==> config.mk <==
export PLATFORM = sky130hd
export DESIGN_NAME = gyro_kalman_tilt_integrator_flat
export DESIGN_NICKNAME = d
export VERILOG_FILES = /design/src/gki_pkg.sv /design/src/gki_if.sv /design/src/gki_cfg.sv /design/src/gki_div.sv /design/src/gyro_kalman_tilt_integrator.sv /design/src/flat_wrapper.sv
export SDC_FILE = /design/constraint.sdc
export NUM_CORES = 2
export LEC_CHECK = 0
export ABC_CLOCK_PERIOD_IN_PS = 11230
export BUFFER_PORTS_ARGS = -buffer_cell sky130_fd_sc_hd__buf_4
export CAP_MARGIN = 10
export CORE_MARGIN = 2
export CORE_UTILIZATION = 45
export CTS_BUF_LIST = sky130_fd_sc_hd__clkbuf_4 sky130_fd_sc_hd__clkbuf_8 sky130_fd_sc_hd__clkbuf_16
export CTS_CLUSTER_DIAMETER = 120
export DETAILED_ROUTE_END_ITERATION = 8
export PLACE_DENSITY = 0.65
export SYNTH_ARGS = -nofsm -noshare
export SYNTH_HDL_FRONTEND = slang
export SYNTH_SLANG_ARGS = --single-unit
==> constraint.sdc <==
create_clock -name i_clk -period 11.23 [get_ports i_clk]
set_input_delay 1.123 -clock i_clk [delete_from_list [all_inputs] [get_ports i_clk]]
set_output_delay 1.123 -clock i_clk [all_outputs]
set_load 0.01 [all_outputs]
==> src/gki_pkg.sv <==
`default_nettype none

package gki_pkg;

    // Configuration register indexes
    localparam int CFG_IDX_W = 3;
    localparam logic [CFG_IDX_W-1:0] CFG_NOISE_Q_X   = 3'd0;
    localparam logic [CFG_IDX_W-1:0] CFG_NOISE_R_X   = 3'd1;
    localparam logic [CFG_IDX_W-1:0] CFG_NOISE_Q_Y   = 3'd2;
    localparam logic [CFG_IDX_W-1:0] CFG_NOISE_R_Y   = 3'd3;
    localparam logic [CFG_IDX_W-1:0] CFG_BIAS_X      = 3'd4;
    localparam logic [CFG_IDX_W-1:0] CFG_BIAS_Y      = 3'd5;
    localparam logic [CFG_IDX_W-1:0] CFG_PERIOD      = 3'd6;

    localparam int PERIOD_W   = 10;
    localparam int MS_PER_S   = 1000;
    localparam int DIV_DEN_W  = 33;
    localparam int DIV_BITS_W = 32;
    localparam int DIV_STEP_W = 6;

    typedef struct packed {
        logic        [31:0]         noise_q_x;
        logic        [31:0]         noise_r_x;
        logic        [31:0]         noise_q_y;
        logic        [31:0]         noise_r_y;
        logic signed [31:0]         bias_x;
        logic signed [31:0]         bias_y;
        logic        [PERIOD_W-1:0] period;
    } t_cfg;

    typedef struct packed {
        logic                  start;
        logic [DIV_DEN_W-1:0]  den;
        logic [DIV_DEN_W-1:0]  rem;
        logic [DIV_BITS_W-1:0] bits;
        logic [DIV_STEP_W-1:0] steps;
    } t_div_req;

    typedef struct packed {
        logic                  busy;
        logic                  done;
        logic [DIV_BITS_W-1:0] quot;
    } t_div_rsp;

    // Clamp a 35-bit signed value to the signed 32-bit range
    function automatic logic signed [31:0] f_sat32(input logic signed [34:0] v);
        logic signed [31:0] res;
        if (v > 35'sh0_7FFF_FFFF) begin
            res = 32'sh7FFF_FFFF;
        end else if (v < -35'sh0_8000_0000) begin
            res = -32'sh8000_0000;
        end else begin
            res = v[31:0];
        end
        return res;
    endfunction

endpackage

`default_nettype wire

==> src/gki_if.sv <==
`default_nettype none

interface gki_in_if;
    logic               valid;
    logic               ready;
    logic signed [31:0] rate_x;
    logic signed [31:0] rate_y;

    modport source (output valid, output rate_x, output rate_y, input ready);
    modport sink   (input valid, input rate_x, input rate_y, output ready);
endinterface

interface gki_res_if;
    logic               valid;
    logic               ready;
    logic signed [31:0] filtered_x;
    logic signed [31:0] filtered_y;
    logic signed [31:0] angle_x;
    logic signed [31:0] angle_y;

    modport source (output valid, output filtered_x, output filtered_y,
                    output angle_x, output angle_y, input ready);
    modport sink   (input valid, input filtered_x, input filtered_y,
                    input angle_x, input angle_y, output ready);
endinterface

interface gki_cfg_if;
    logic                           valid;
    logic                           ready;
    logic [gki_pkg::CFG_IDX_W-1:0]  index;
    logic [31:0]                    data;

    modport source (output valid, output index, output data, input ready);
    modport sink   (input valid, input index, input data, output ready);
endinterface

`default_nettype wire

==> src/gki_cfg.sv <==
`default_nettype none

module gki_cfg #(
    parameter int FRAC_BITS = 16
) (
    input  wire logic          i_clk,
    input  wire logic          i_rst_n,
    gki_cfg_if.sink            i_cfg,
    output gki_pkg::t_cfg      o_cfg
);
    import gki_pkg::*;

    localparam int ONE_I    = 2 ** FRAC_BITS;
    localparam int Q_RST    = (ONE_I + MS_PER_S / 2) / MS_PER_S;
    localparam int BIAS_RST = (ONE_I * 24) / 10;

    t_cfg r_cfg;

    assign i_cfg.ready = 1'b1;
    assign o_cfg       = r_cfg;

    always_ff @(posedge i_clk) begin
        if (!i_rst_n) begin
            r_cfg.noise_q_x <= 32'(Q_RST);
            r_cfg.noise_r_x <= 32'(ONE_I);
            r_cfg.noise_q_y <= 32'(Q_RST);
            r_cfg.noise_r_y <= 32'(ONE_I);
            r_cfg.bias_x    <= 32'(BIAS_RST);
            r_cfg.bias_y    <= '0;
            r_cfg.period    <= PERIOD_W'(150);
        end else if (i_cfg.valid) begin
            case (i_cfg.index)
                CFG_NOISE_Q_X: r_cfg.noise_q_x <= i_cfg.data;
                CFG_NOISE_R_X: r_cfg.noise_r_x <= i_cfg.data;
                CFG_NOISE_Q_Y: r_cfg.noise_q_y <= i_cfg.data;
                CFG_NOISE_R_Y: r_cfg.noise_r_y <= i_cfg.data;
                CFG_BIAS_X:    r_cfg.bias_x    <= i_cfg.data;
                CFG_BIAS_Y:    r_cfg.bias_y    <= i_cfg.data;
                CFG_PERIOD:    r_cfg.period    <= i_cfg.data[PERIOD_W-1:0];
                default: ;  // drop writes past the register list
            endcase
        end
    end

endmodule

`default_nettype wire

==> src/gki_div.sv <==
`default_nettype none

module gki_div (
    input  wire logic              i_clk,
    input  wire logic              i_rst_n,
    input  wire gki_pkg::t_div_req i_req,
    output gki_pkg::t_div_rsp      o_rsp
);
    import gki_pkg::*;

    logic [DIV_DEN_W-1:0]  r_den;
    logic [DIV_DEN_W-1:0]  r_rem;
    logic [DIV_BITS_W-1:0] r_bits;
    logic [DIV_BITS_W-1:0] r_quot;
    logic [DIV_STEP_W-1:0] r_cnt;
    logic                  r_done;

    logic [DIV_DEN_W:0]    w_trial;
    logic [DIV_DEN_W:0]    w_diff;
    logic                  w_ge;

    // Restoring step: shift in the next numerator bit, subtract if it fits
    assign w_trial = {r_rem, r_bits[DIV_BITS_W-1]};
    assign w_diff  = w_trial - {1'b0, r_den};
    assign w_ge    = (w_trial >= {1'b0, r_den});

    always_ff @(posedge i_clk) begin
        if (!i_rst_n) begin
            r_cnt  <= '0;
            r_done <= 1'b0;
        end else if (i_req.start) begin
            r_cnt  <= i_req.steps;
            r_done <= 1'b0;
            r_den  <= i_req.den;
            r_rem  <= i_req.rem;
            r_bits <= i_req.bits;
            r_quot <= '0;
        end else if (r_cnt != '0) begin
            r_cnt  <= r_cnt - DIV_STEP_W'(1);
            r_done <= (r_cnt == DIV_STEP_W'(1));
            r_rem  <= w_ge ? w_diff[DIV_DEN_W-1:0] : w_trial[DIV_DEN_W-1:0];
            r_bits <= {r_bits[DIV_BITS_W-2:0], 1'b0};
            r_quot <= {r_quot[DIV_BITS_W-2:0], w_ge};
        end else begin
            r_done <= 1'b0;
        end
    end

    assign o_rsp.busy = (r_cnt != '0);
    assign o_rsp.done = r_done;
    assign o_rsp.quot = r_quot;

endmodule

`default_nettype wire

==> src/gyro_kalman_tilt_integrator.sv <==
// Gyro tilt integrator: each input word carries an X and a Y angular rate (signed,
// FRAC_BITS fraction bits). The block adds the configured bias, runs each axis through
// a scalar Kalman filter (constant-state model, gain = P'/(P'+r)), scales the filtered
// rate by the sample period in ms over 1000 and adds it to a saturating tilt
// accumulator; one result word (both filtered rates, both angles) follows each input.
// The two axes are worked one after the other on one shared restoring divider (one
// quotient bit per cycle) and one shared multiplier under a sequencer. The divide by
// 1000 runs on the multiplier as two reciprocal multiplies, the dividend split at bit
// 21. Each axis runs the gain division, then the estimate, variance and angle steps;
// the gain division is skipped when P' + r is zero. A new word is taken only once the
// last one is through the sequencer; the input is ready again as soon as the result
// is loaded, while that result still waits to be taken. Configuration registers take
// writes at any time and must only be written while the block is idle; writes past
// the list are dropped.
`default_nettype none

module gyro_kalman_tilt_integrator #(
    parameter int FRAC_BITS = 16
) (
    input  wire logic i_clk,
    input  wire logic i_rst_n,
    gki_in_if.sink    i_in,
    gki_res_if.source o_res,
    gki_cfg_if.sink   i_cfg
);
    import gki_pkg::*;

    localparam logic [FRAC_BITS:0] K_ONE  = {1'b1, {FRAC_BITS{1'b0}}};
    localparam logic [65:0]        P_HALF = 66'(1) << (FRAC_BITS - 1);
    localparam logic [31:0]        V_ONE  = 32'(K_ONE);
    // ceil(2^38 / 1000): (x * RCP_1000) >> 38 is floor(x / 1000) for any x below 2^32
    localparam logic [32:0]        RCP_1000  = 33'd274877907;
    localparam int                 RCP_SHIFT = 38;

    typedef enum logic [3:0] {
        S_IDLE,
        S_PRED,
        S_DEN,
        S_GSTART,
        S_GWAIT,
        S_MULE,
        S_EST,
        S_MULV,
        S_VAR,
        S_MULA,
        S_ANUM,
        S_RCPH,
        S_REMH,
        S_RCPL,
        S_AQUO,
        S_DONE
    } t_state;

    t_state r_state;
    logic   r_axis;

    t_cfg     w_cfg;
    t_div_req w_div_req;
    t_div_rsp w_div_rsp;

    // Per-axis filter state
    logic signed [31:0] r_est  [2];
    logic        [31:0] r_var  [2];
    logic signed [31:0] r_tilt [2];

    // Item and working registers
    logic signed [31:0]    r_rate [2];
    logic signed [31:0]    r_z;
    logic        [31:0]    r_pp;
    logic        [32:0]    r_den;
    logic signed [32:0]    r_e;
    logic        [FRAC_BITS:0] r_k;
    logic signed [65:0]    r_prod;

    // Angle increment: rounded magnitude, its sign, high quotient, low partial dividend
    logic        [41:0]    r_anum;
    logic                  r_aneg;
    logic        [11:0]    r_qhi;
    logic        [30:0]    r_x2;

    // Result register
    logic               r_out_valid;
    logic signed [31:0] r_out_fx;
    logic signed [31:0] r_out_fy;
    logic signed [31:0] r_out_ax;
    logic signed [31:0] r_out_ay;

    logic        [31:0] w_q;
    logic        [31:0] w_r;
    logic signed [31:0] w_bias;
    logic signed [31:0] w_est;
    logic        [32:0] w_pp_sum;
    logic signed [32:0] w_z_sum;
    logic signed [32:0] w_mul_a;
    logic signed [32:0] w_mul_b;
    logic        [65:0] w_mag;
    logic        [65:0] w_rnd;
    logic signed [34:0] w_qs;
    logic signed [34:0] w_est35;
    logic signed [34:0] w_est_sum;
    logic        [65:0] w_var_rnd;
    logic        [41:0] w_anum;
    logic        [11:0] w_qhi;
    logic        [9:0]  w_qhi_k;
    logic        [9:0]  w_rem_hi;
    logic        [20:0] w_qlo;
    logic signed [34:0] w_inc;
    logic signed [34:0] w_tilt35;
    logic signed [34:0] w_tilt_sum;
    logic               w_load_out;

    gki_cfg #(
        .FRAC_BITS (FRAC_BITS)
    ) u_cfg (
        .i_clk   (i_clk),
        .i_rst_n (i_rst_n),
        .i_cfg   (i_cfg),
        .o_cfg   (w_cfg)
    );

    gki_div u_div (
        .i_clk   (i_clk),
        .i_rst_n (i_rst_n),
        .i_req   (w_div_req),
        .o_rsp   (w_div_rsp)
    );

    // Select the configuration and state of the axis at work
    assign w_q    = r_axis ? w_cfg.noise_q_y : w_cfg.noise_q_x;
    assign w_r    = r_axis ? w_cfg.noise_r_y : w_cfg.noise_r_x;
    assign w_bias = r_axis ? w_cfg.bias_y    : w_cfg.bias_x;
    assign w_est  = r_est[r_axis];

    // Prediction: biased rate and predicted variance, both saturating
    assign w_z_sum  = 33'(r_rate[r_axis]) + 33'(w_bias);
    assign w_pp_sum = {1'b0, r_var[r_axis]} + {1'b0, w_q};

    // Shared multiplier operands
    always_comb begin
        case (r_state)
            S_MULV: begin
                w_mul_a = $signed({{(32 - FRAC_BITS){1'b0}}, K_ONE - r_k});
                w_mul_b = $signed({1'b0, r_pp});
            end
            S_MULA: begin
                w_mul_a = 33'(w_est);
                w_mul_b = $signed({{(33 - PERIOD_W){1'b0}}, w_cfg.period});
            end
            S_RCPH: begin
                w_mul_a = $signed({12'b0, r_anum[41:21]});
                w_mul_b = $signed(RCP_1000);
            end
            S_RCPL: begin
                w_mul_a = $signed({2'b0, r_x2});
                w_mul_b = $signed(RCP_1000);
            end
            default: begin
                w_mul_a = r_e;
                w_mul_b = $signed({{(32 - FRAC_BITS){1'b0}}, r_k});
            end
        endcase
    end

    // Estimate step: K * e / ONE rounded half away from zero
    assign w_mag     = r_prod[65] ? 66'(-r_prod) : 66'(r_prod);
    assign w_rnd     = w_mag + P_HALF;
    assign w_qs      = $signed({1'b0, w_rnd[FRAC_BITS+33:FRAC_BITS]});
    assign w_est35   = 35'(w_est);
    assign w_est_sum = r_prod[65] ? (w_est35 - w_qs) : (w_est35 + w_qs);

    // Variance update: (ONE - K) * P' / ONE rounded half up
    assign w_var_rnd = 66'(r_prod) + P_HALF;

    // Angle increment: (|est * period| + 500) / 1000, high 21 bits first, then the
    // remainder joined to the low 21 bits; the remainder is below 1000, so ten bits do
    assign w_anum     = w_mag[41:0] + 42'(MS_PER_S / 2);
    assign w_qhi      = r_prod[RCP_SHIFT+11:RCP_SHIFT];
    assign w_qhi_k    = w_qhi[9:0] * 10'(MS_PER_S);
    assign w_rem_hi   = r_anum[30:21] - w_qhi_k;
    assign w_qlo      = r_prod[RCP_SHIFT+20:RCP_SHIFT];
    assign w_inc      = $signed({2'b0, r_qhi, w_qlo});
    assign w_tilt35   = 35'(r_tilt[r_axis]);
    assign w_tilt_sum = r_aneg ? (w_tilt35 - w_inc) : (w_tilt35 + w_inc);

    // Divider request: gain division
    always_comb begin
        // Preload P' >> 1 so that the first step compares P' against the divisor
        w_div_req.start = (r_state == S_GSTART) && (r_den != '0);
        w_div_req.den   = r_den;
        w_div_req.rem   = {2'b0, r_pp[31:1]};
        w_div_req.bits  = {r_pp[0], 31'b0};
        w_div_req.steps = DIV_STEP_W'(FRAC_BITS + 1);
    end

    assign w_load_out = (r_state == S_DONE) && (!r_out_valid || o_res.ready);

    always_ff @(posedge i_clk) begin
        if (!i_rst_n) begin
            r_state     <= S_IDLE;
            r_axis      <= 1'b0;
            r_out_valid <= 1'b0;
            for (int i = 0; i < 2; i++) begin
                r_est[i]  <= '0;
                r_var[i]  <= V_ONE;
                r_tilt[i] <= '0;
            end
        end else begin
            // Load a finished word, or release the held one once taken
            if (w_load_out) begin
                r_out_valid <= 1'b1;
            end else if (o_res.valid && o_res.ready) begin
                r_out_valid <= 1'b0;
            end
            case (r_state)
                S_IDLE: begin
                    if (i_in.valid) begin
                        r_rate[0] <= i_in.rate_x;
                        r_rate[1] <= i_in.rate_y;
                        r_axis    <= 1'b0;
                        r_state   <= S_PRED;
                    end
                end
                S_PRED: begin
                    r_z     <= f_sat32(35'(w_z_sum));
                    r_pp    <= w_pp_sum[32] ? 32'hFFFF_FFFF : w_pp_sum[31:0];
                    r_state <= S_DEN;
                end
                S_DEN: begin
                    r_den   <= {1'b0, r_pp} + {1'b0, w_r};
                    r_e     <= 33'(r_z) - 33'(w_est);
                    r_state <= S_GSTART;
                end
                S_GSTART: begin
                    // Zero divisor: gain is zero and the state holds
                    if (r_den == '0) begin
                        r_k     <= '0;
                        r_state <= S_MULE;
                    end else begin
                        r_state <= S_GWAIT;
                    end
                end
                S_GWAIT: begin
                    if (w_div_rsp.done) begin
                        r_k     <= w_div_rsp.quot[FRAC_BITS:0];
                        r_state <= S_MULE;
                    end
                end
                S_MULE: begin
                    r_prod  <= w_mul_a * w_mul_b;
                    r_state <= S_EST;
                end
                S_EST: begin
                    r_est[r_axis] <= f_sat32(w_est_sum);
                    r_state       <= S_MULV;
                end
                S_MULV: begin
                    r_prod  <= w_mul_a * w_mul_b;
                    r_state <= S_VAR;
                end
                S_VAR: begin
                    if (r_den != '0) begin
                        r_var[r_axis] <= w_var_rnd[FRAC_BITS+31:FRAC_BITS];
                    end
                    r_state <= S_MULA;
                end
                S_MULA: begin
                    r_prod  <= w_mul_a * w_mul_b;
                    r_state <= S_ANUM;
                end
                S_ANUM: begin
                    r_anum  <= w_anum;
                    r_aneg  <= r_prod[65];
                    r_state <= S_RCPH;
                end
                S_RCPH: begin
                    r_prod  <= w_mul_a * w_mul_b;
                    r_state <= S_REMH;
                end
                S_REMH: begin
                    r_qhi   <= w_qhi;
                    r_x2    <= {w_rem_hi, r_anum[20:0]};
                    r_state <= S_RCPL;
                end
                S_RCPL: begin
                    r_prod  <= w_mul_a * w_mul_b;
                    r_state <= S_AQUO;
                end
                S_AQUO: begin
                    r_tilt[r_axis] <= f_sat32(w_tilt_sum);
                    if (r_axis == 1'b0) begin
                        r_axis  <= 1'b1;
                        r_state <= S_PRED;
                    end else begin
                        r_state <= S_DONE;
                    end
                end
                S_DONE: begin
                    // Hold here until the result register is free
                    if (w_load_out) begin
                        r_out_fx <= r_est[0];
                        r_out_fy <= r_est[1];
                        r_out_ax <= r_tilt[0];
                        r_out_ay <= r_tilt[1];
                        r_state  <= S_IDLE;
                    end
                end
                default: begin
                    r_state <= S_IDLE;
                end
            endcase
        end
    end

    assign i_in.ready       = (r_state == S_IDLE);
    assign o_res.valid      = r_out_valid;
    assign o_res.filtered_x = r_out_fx;
    assign o_res.filtered_y = r_out_fy;
    assign o_res.angle_x    = r_out_ax;
    assign o_res.angle_y    = r_out_ay;

    // The divider never runs while a new word can be taken
    a_div_idle: assert property (@(posedge i_clk) disable iff (!i_rst_n)
        w_div_rsp.busy |-> !i_in.ready)
        else $error("divider busy while input ready");

    // A quotient only ever arrives while the sequencer waits for it
    a_div_done: assert property (@(posedge i_clk) disable iff (!i_rst_n)
        w_div_rsp.done |-> (r_state == S_GWAIT))
        else $error("divider result with no waiting state");

    // The gain never exceeds one
    a_gain_range: assert property (@(posedge i_clk) disable iff (!i_rst_n)
        (r_state == S_MULE) |-> (r_k <= K_ONE))
        else $error("gain above one");

endmodule

`default_nettype wire
==> src/flat_wrapper.sv <==
// flat-port wrapper written by rule: the top's interface ports become plain ports
module gyro_kalman_tilt_integrator_flat import gki_pkg::*;
#(
    parameter int FRAC_BITS = 16
)
  (i_clk, i_rst_n, i_in_valid, i_in_rate_x, i_in_rate_y, i_in_ready, o_res_valid, o_res_filtered_x, o_res_filtered_y, o_res_angle_x, o_res_angle_y, o_res_ready, i_cfg_valid, i_cfg_index, i_cfg_data, i_cfg_ready);
  gki_in_if i_in_i ();
  gki_res_if o_res_i ();
  gki_cfg_if i_cfg_i ();
  input  wire logic i_clk;
  input  wire logic i_rst_n;
  input wire logic [$bits(i_in_i.valid)-1:0] i_in_valid;
  input wire logic [$bits(i_in_i.rate_x)-1:0] i_in_rate_x;
  input wire logic [$bits(i_in_i.rate_y)-1:0] i_in_rate_y;
  output wire logic [$bits(i_in_i.ready)-1:0] i_in_ready;
  output wire logic [$bits(o_res_i.valid)-1:0] o_res_valid;
  output wire logic [$bits(o_res_i.filtered_x)-1:0] o_res_filtered_x;
  output wire logic [$bits(o_res_i.filtered_y)-1:0] o_res_filtered_y;
  output wire logic [$bits(o_res_i.angle_x)-1:0] o_res_angle_x;
  output wire logic [$bits(o_res_i.angle_y)-1:0] o_res_angle_y;
  input wire logic [$bits(o_res_i.ready)-1:0] o_res_ready;
  input wire logic [$bits(i_cfg_i.valid)-1:0] i_cfg_valid;
  input wire logic [$bits(i_cfg_i.index)-1:0] i_cfg_index;
  input wire logic [$bits(i_cfg_i.data)-1:0] i_cfg_data;
  output wire logic [$bits(i_cfg_i.ready)-1:0] i_cfg_ready;
  assign i_in_i.valid = i_in_valid;
  assign i_in_i.rate_x = i_in_rate_x;
  assign i_in_i.rate_y = i_in_rate_y;
  assign i_in_ready = i_in_i.ready;
  assign o_res_valid = o_res_i.valid;
  assign o_res_filtered_x = o_res_i.filtered_x;
  assign o_res_filtered_y = o_res_i.filtered_y;
  assign o_res_angle_x = o_res_i.angle_x;
  assign o_res_angle_y = o_res_i.angle_y;
  assign o_res_i.ready = o_res_ready;
  assign i_cfg_i.valid = i_cfg_valid;
  assign i_cfg_i.index = i_cfg_index;
  assign i_cfg_i.data = i_cfg_data;
  assign i_cfg_ready = i_cfg_i.ready;
  gyro_kalman_tilt_integrator #(.FRAC_BITS(FRAC_BITS)) u_core (.i_clk(i_clk), .i_rst_n(i_rst_n), .i_in(i_in_i), .o_res(o_res_i), .i_cfg(i_cfg_i));
endmodule
# ---- Word level (Yosys, flattened, before mapping)
# Memory sizes are Yosys's and may differ from the RTL's. A register that Yosys moved wholly into a read port is not among the register bits.
# Index checks and enable logic that the tools add are counted.
dict set report classes {
  n_lt_le_gt_ge 7
  reduce_logical 39
  eq_ne 26
  mul 2
  n_addsub 16
  muxes 70
  bitwise 2
}
# op count
set ops {}
lappend ops {{2-to-1 mux 32 bit} 17}
lappend ops {{one-hot mux 33 bit (4 select lines)} 1}
lappend ops {{adder 32 x 32 -> 33 bit} 3}
lappend ops {{one-hot mux 32 bit (3 select lines)} 1}
lappend ops {{OR reduction 32 bit} 3}
lappend ops {{> comparator 35 x 32 -> 1 bit (second input constant)} 2}
lappend ops {{< comparator 35 x 32 -> 1 bit (second input constant)} 2}
lappend ops {{2-to-1 mux 35 bit} 2}
lappend ops {{multiplier 33 x 33 -> 66 bit} 1}
lappend ops {{2-to-1 mux 33 bit} 2}
lappend ops {{one-hot mux 4 bit (16 select lines)} 1}
lappend ops {{2-to-1 mux 17 bit} 3}
lappend ops {{adder 50 x 16 -> 50 bit (second input constant)} 1}
lappend ops {{2-to-1 mux 50 bit} 1}
lappend ops {{negation 50 bit} 1}
lappend ops {{adder 48 x 16 -> 48 bit (second input constant)} 1}
lappend ops {{adder 42 x 9 -> 42 bit (second input constant)} 1}
lappend ops {{adder 32 x 34 -> 35 bit} 1}
lappend ops {{adder 32 x 35 -> 35 bit} 1}
lappend ops {{subtractor 32 x 34 -> 35 bit} 1}
lappend ops {{subtractor 32 x 35 -> 35 bit} 1}
lappend ops {{>= comparator 34 x 33 -> 1 bit} 1}
lappend ops {{one-hot mux 17 bit (2 select lines)} 1}
lappend ops {{> comparator 33 x 32 -> 1 bit (second input constant)} 1}
lappend ops {{38 further kinds} 112}
dict set report word_totals {
  output_inout_bits 131
  ramBits 256
  n_memories 4
  wordCells 195
  reg_bits 628
}
# name words word_bits rd rd_clocked_by_memory_dff wr line_no
set memory_table {}
lappend memory_table {u_core.r_est 2 32 3 3 2 gyro_kalman_tilt_integrator.sv:62} ;# logic signed [31:0] r_est [2];
lappend memory_table {u_core.r_rate 2 32 1 1 2 gyro_kalman_tilt_integrator.sv:67} ;# logic signed [31:0] r_rate [2];
lappend memory_table {u_core.r_tilt 2 32 3 3 2 gyro_kalman_tilt_integrator.sv:64} ;# logic signed [31:0] r_tilt [2];
lappend memory_table {u_core.r_var 2 32 1 1 2 gyro_kalman_tilt_integrator.sv:63} ;# logic [31:0] r_var [2];

# ---- Depth between registers and ports, before layout
dict set report depth {
  word_depth 11
  mapped_depth 41
}

# ---- Hierarchy
# A second synthesis with hierarchy kept.
dict set report unflattened {
  hier_cells 9079
  area_unflattened_um2 92760.2
}
# module seq_area_each_um2 cells_each n_inst area_each_um2
set by_module_without_submodules {}
lappend by_module_without_submodules {gyro_kalman_tilt_integrator 20469.6 7683 1 77723.3}
lappend by_module_without_submodules {gki_div 4043.9 682 1 7566.0}
lappend by_module_without_submodules {gki_cfg 4043.9 714 1 7470.9}

# ---- Least setup slack after synthesis
# OpenSTA, ideal clock, no wires.
dict set report synth_timing {
  path_kind {reg2reg}
  from {reg u_core.r_k[4]}
  to {reg u_core.r_prod[58] (data pin)}
  stages_incl_launch_ff 40
  slack_ps 870
  setup_ps 258
  arrival_ps 10103
  n_path_buf 1
  period_less_slack_ps 10360
  required_ps 10972
  path_cell_list {edfxtp_1 -> or4_1 -> nor4_1 -> nand2b_1 -> or3_1 -> nor3_1 -> xor2_1 -> o211ai_1 -> o21ai_1 -> clkbuf_1 -> nor2_1 -> fa_1 -> inv_1 -> fa_1 -> inv_1 -> fa_1 -> inv_1 -> fa_1 -> (+4 left out) -> inv_1 -> fa_1 -> inv_1 -> fa_1 -> inv_1 -> ha_1 -> nor2b_1 -> o41ai_1 -> o211a_1 -> o211ai_1 -> or3_1 -> a31oi_1 -> a2111oi_0 -> o41a_1 -> o21ai_0 -> o21ai_0 -> a21oi_1 -> xnor2_1}
}
dict set report synth_via {
  elab_chain_len 3
  elab_cells_between_ends 4
}
# item line_no
set synth_lines {}
lappend synth_lines {{start: declaration} gyro_kalman_tilt_integrator.sv:72} ;# logic [FRAC_BITS:0] r_k;
lappend synth_lines {{start signal: assignment} gyro_kalman_tilt_integrator.sv:244} ;# r_k <= w_div_rsp.quot[FRAC_BITS:0];
lappend synth_lines {{subtractor 17 bit} gyro_kalman_tilt_integrator.sv:142} ;# w_mul_a = $signed({{(32 - FRAC_BITS){1'b0}}, K_ONE - r_k});
lappend synth_lines {{one-hot mux 33 bit (4 select lines)} gyro_kalman_tilt_integrator.sv:140} ;# case (r_state)
lappend synth_lines {{multiplier 33 x 33 -> 66 bit (*)} -}
lappend synth_lines {{end signal: assignment} gyro_kalman_tilt_integrator.sv:249} ;# r_prod <= w_mul_a * w_mul_b;
lappend synth_lines {{end signal: assignment} gyro_kalman_tilt_integrator.sv:257} ;# r_prod <= w_mul_a * w_mul_b;
lappend synth_lines {{end signal: assignment} gyro_kalman_tilt_integrator.sv:267} ;# r_prod <= w_mul_a * w_mul_b;
lappend synth_lines {{end: declaration} gyro_kalman_tilt_integrator.sv:73} ;# logic signed [65:0] r_prod;
# Every way passes the cells marked *; elsewhere a longest branch is shown, timed or not.
# A chain may end at the register's enable or synchronous reset.

# ---- Worst setup path after layout
dict set report layout_timing {
  from {reg u_core.r_k[0]}
  to {reg u_core.r_prod[58] (data pin)}
}
# The elaborated chain is that of the path after synthesis.

==> results.json <==
{
  "status": "finished clean",
  "detailedRoute.firstIterationViolations": 6636,
  "placed_cell_count": 12000,
  "timing.critical_path.required_ps": 11720,
  "layout.filler_cells": 18200,
  "ctsRootBufferMaster": "clkbuf_16",
  "drt-total-wl_um": 302000,
  "setup-tns-final_ps": 0,
  "layout.cells.most_common": "inv_1",
  "antenna_found_initial": 25,
  "worst-slew-pin-transition_ps": 1310,
  "route.antenna.remaining_nets": 0,
  "ctsLongestPathBuffers": 3,
  "track_usage_pct": 29.6,
  "post_synth_instance_area_mm2": 0.0893,
  "post-synth-top-area-cell": "edfxtp_1",
  "cts_buffers": 105,
  "globalRoute.totalOverflow": 0,
  "grt_pass1_vias": 69300,
  "vdd_ir_drop_max_mv": 0.875,
  "max_slew_margin_pct": 12.3,
  "floorplan.die.height_um": 450,
  "die_outline_area_mm2": 0.202,
  "initial_utilization_pct": 45.3,
  "average_instance_area_after_synthesis_um2": 9.92,
  "fin_worst_skew_ps": 88.8,
  "final-instance-count-excl-fill": 12200,
  "mapped_cells": 9009,
  "timing.critical_path.slowest_stage_cell": "or4_1",
  "total_clock_sinks": 977,
  "finalPower_w": 0.0365,
  "gp_congestion": 1.03,
  "ys_seq_elements": 977,
  "cts_setup_buffers": 0,
  "yosys_warnings": 0,
  "route.detailed.wl_per_inst_um": 24.8,
  "swShare_pct": 48.9,
  "vias_per_cell": 5.63,
  "drt_first_pass_iters": 8,
  "crit_path_kind": "flop to flop",
  "final_period_minus_worst_setup_slack_ps": 10900,
  "layout-area-overhead-vs-synth_pct": 11.8,
  "worst_skew_pair.late_latency_ps": 790,
  "timing_limited_maximum_frequency_mhz": 91.7,
  "cellLeakagePower_nw": 43.4,
  "area_taken_by_flip_flops_and_latches_mm2": 0.0272,
  "clock_tree_from_tritoncts": "yes",
  "p_seq_share_pct": 15.1,
  "synth_async_sr_flop_share_pct": 0,
  "synth_ff_type": "edfxtp_1",
  "number_of_synthesized_flops_with_an_enable_pin": 761,
  "finalMaxSlewViolations": 0,
  "critPathMostFrequentCell": "fa_1",
  "htreeDepth": 3,
  "finalHoldViolations": 0,
  "port_buffers": 233,
  "critical_path.max_fanout": 7,
  "synth_cell_types": 94,
  "final.period_utilization_pct": 97.1,
  "grt_first_pass_wirelength_um": 444000,
  "power_frac_clock_pct": 10.0,
  "synth.top_cells.by_area": "edfxtp_1, fa_1, ha_1, inv_1, dfxtp_1",
  "max_cap_viol_count": 0,
  "net_total_in_the_final_layout": 11100,
  "power_frac_comb_pct": 74.9,
  "vias": 68600,
  "grt_max_degree": 104,
  "net-switching-power_w": 0.0179,
  "cts.clk_slew.worst_paths_ps": 70,
  "worst-endpoint-arrival_ps": 11390,
  "pre_cts_slack_ps": 215,
  "setup-violations-final": 0,
  "row_count": 163,
  "worstSetupEndpointType": "flop",
  "cellInternalPower_w": 0.0187,
  "rsz0062_at_grt": "no",
  "multi_input_area_mm2": 0.0567,
  "power_per_cell_area_mw_per_mm2": 366,
  "critPathMaxStageDelay_ps": 650,
  "post_route_cells_drive_above_1_share_pct": 10.9,
  "detailed_place_hpwl_um": 243000,
  "synth_top_area_share_pct": 25.6,
  "die_width_um": 450,
  "boundaryPins": 235,
  "core_region_area_mm2": 0.197,
  "final_core_util_pct": 50.6,
  "route.detailed.drc": 0,
  "min_path_type": "flop to flop",
  "post-route-worst-setup-slack_ps": 330,
  "worstSetupStartpointType": "flop",
  "layout.cells.most_common_list": "inv_1, nand2_1, fa_1",
  "ys_seq_area_share_pct": 30.4
}
[repair_timing]
action	4_1_cts	5_1_grt
gates resized for setup	0	7
setup endpoints to repair	0	7
hold buffers	0	0
[Yosys cell counts, types with 26 or more instances]
cell type,instances
nand4_1,47
xnor2_1,294
edfxtp_1,761
o22ai_1,33
and2_1,77
a31oi_1,64
o21ai_0,178
nand2b_1,96
and3_1,47
nor2b_1,84
or3_1,39
clkbuf_1,328
nor2_1,746
a22oi_1,26
nand3_1,149
xor2_1,196
a21o_1,115
a211oi_1,28
dfxtp_1,216
ha_1,452
a21oi_1,483
nand2_1,1135
nor4_1,46
fa_1,1122
o31ai_1,90
mux2_2,219
inv_1,1342
nor3_1,100
o21a_1,57
o21bai_1,36
[cells by family after synthesis]
group / synth area share [%]
fa+ha+maj: 31.5
buf+inv: 7.30
compound gates: 9.59
xor+xnor: 4.82
simple gates: 13.4
other cells: 0.00841
flops: 30.4
mux: 2.94
[layout make-up]
type	instances	share of cell area, %
inverter	1343	5.05
tap	2640	3.31
antenna	12	0.0301
sequential	977	27.2
clock inverter	53	0.685
timing repair buffer	510	4.03
clock buffer	143	2.97
multi-input combinational	6511	56.7
[per-layer routing]
metal | global-route usage [%] | share of wire (%) | wire [um]
met1 | 38.8 | 39 | 119000
met2 | 45.9 | 45 | 136000
met3 | 5.98 | 8.8 | 26700
met4 | 16.7 | 6.6 | 20000
met5 | 0 | 0.013 | 39
[power groups by stage]
stage,clock [W],combinational (W),sequential [W]
6_report,0.00367,0.0274,0.00551
5_1_grt,0.00384,0.0303,0.00552
4_1_cts,0.00371,0.0270,0.00550
3_5_place_dp,0,0.0267,0.00557
3_3_place_gp,0,0.0265,0.00557
2_1_floorplan,0,0.0192,0.00546
[critical path, delay by kind of cell, from the launching register on]
| kind | cells | cell delay [ps] |
|---|---|---|
| xor+xnor | 2 | 250 |
| flops | 1 | 580 |
| buf+inv | 9 | 990 |
| compound gates | 13 | 3150 |
| simple gates | 5 | 1680 |
| fa+ha+maj | 9 | 3970 |
[path summary, 6_finish.rpt]
kind	startpoint	end	slack [ps]	cells after the start
hold / removal	u_core.r_anum[12]	u_core.r_x2[12]	420	0
setup / recovery	u_core.r_k[0]	u_core.r_prod[58]	330	38
setup reg to reg	u_core.r_k[0]	u_core.r_prod[58]	330	38
hold reg to reg	u_core.r_anum[12]	u_core.r_x2[12]	420	0
[stage by stage]
step / cell area [um^2] / hold WS [ps]
2_1_floorplan: 90100 / 400
3_3_place_gp: 96200 / 404
3_5_place_dp: 96200 / 405
4_1_cts: 99800 / 421
5_1_grt: 99900 / 426
6_report: 99900 / 420
[flip-flops by register name (all words and copies together), names as in the netlist, 12 cells and up, named ones only]
signal,flops
u_core.u_div.r_rem,33
o_res_filtered_y,32
o_res_filtered_x,32
u_core.u_div.r_quot,17
u_core.r_den,33
u_core.r_e,33
u_core.r_prod,60
u_core.r_anum,42
u_core.r_qhi,12
u_core.r_tilt,64
u_core.r_x2,31
u_core.r_est,64
u_core.u_div.r_den,33
o_res_angle_y,32
u_core.r_rate,64
o_res_angle_x,32
u_core.r_z,32
u_core.u_cfg.o_cfg,202
u_core.r_var,64
u_core.r_pp,32
u_core.r_k,17
(Power assumes the default switching activity.)
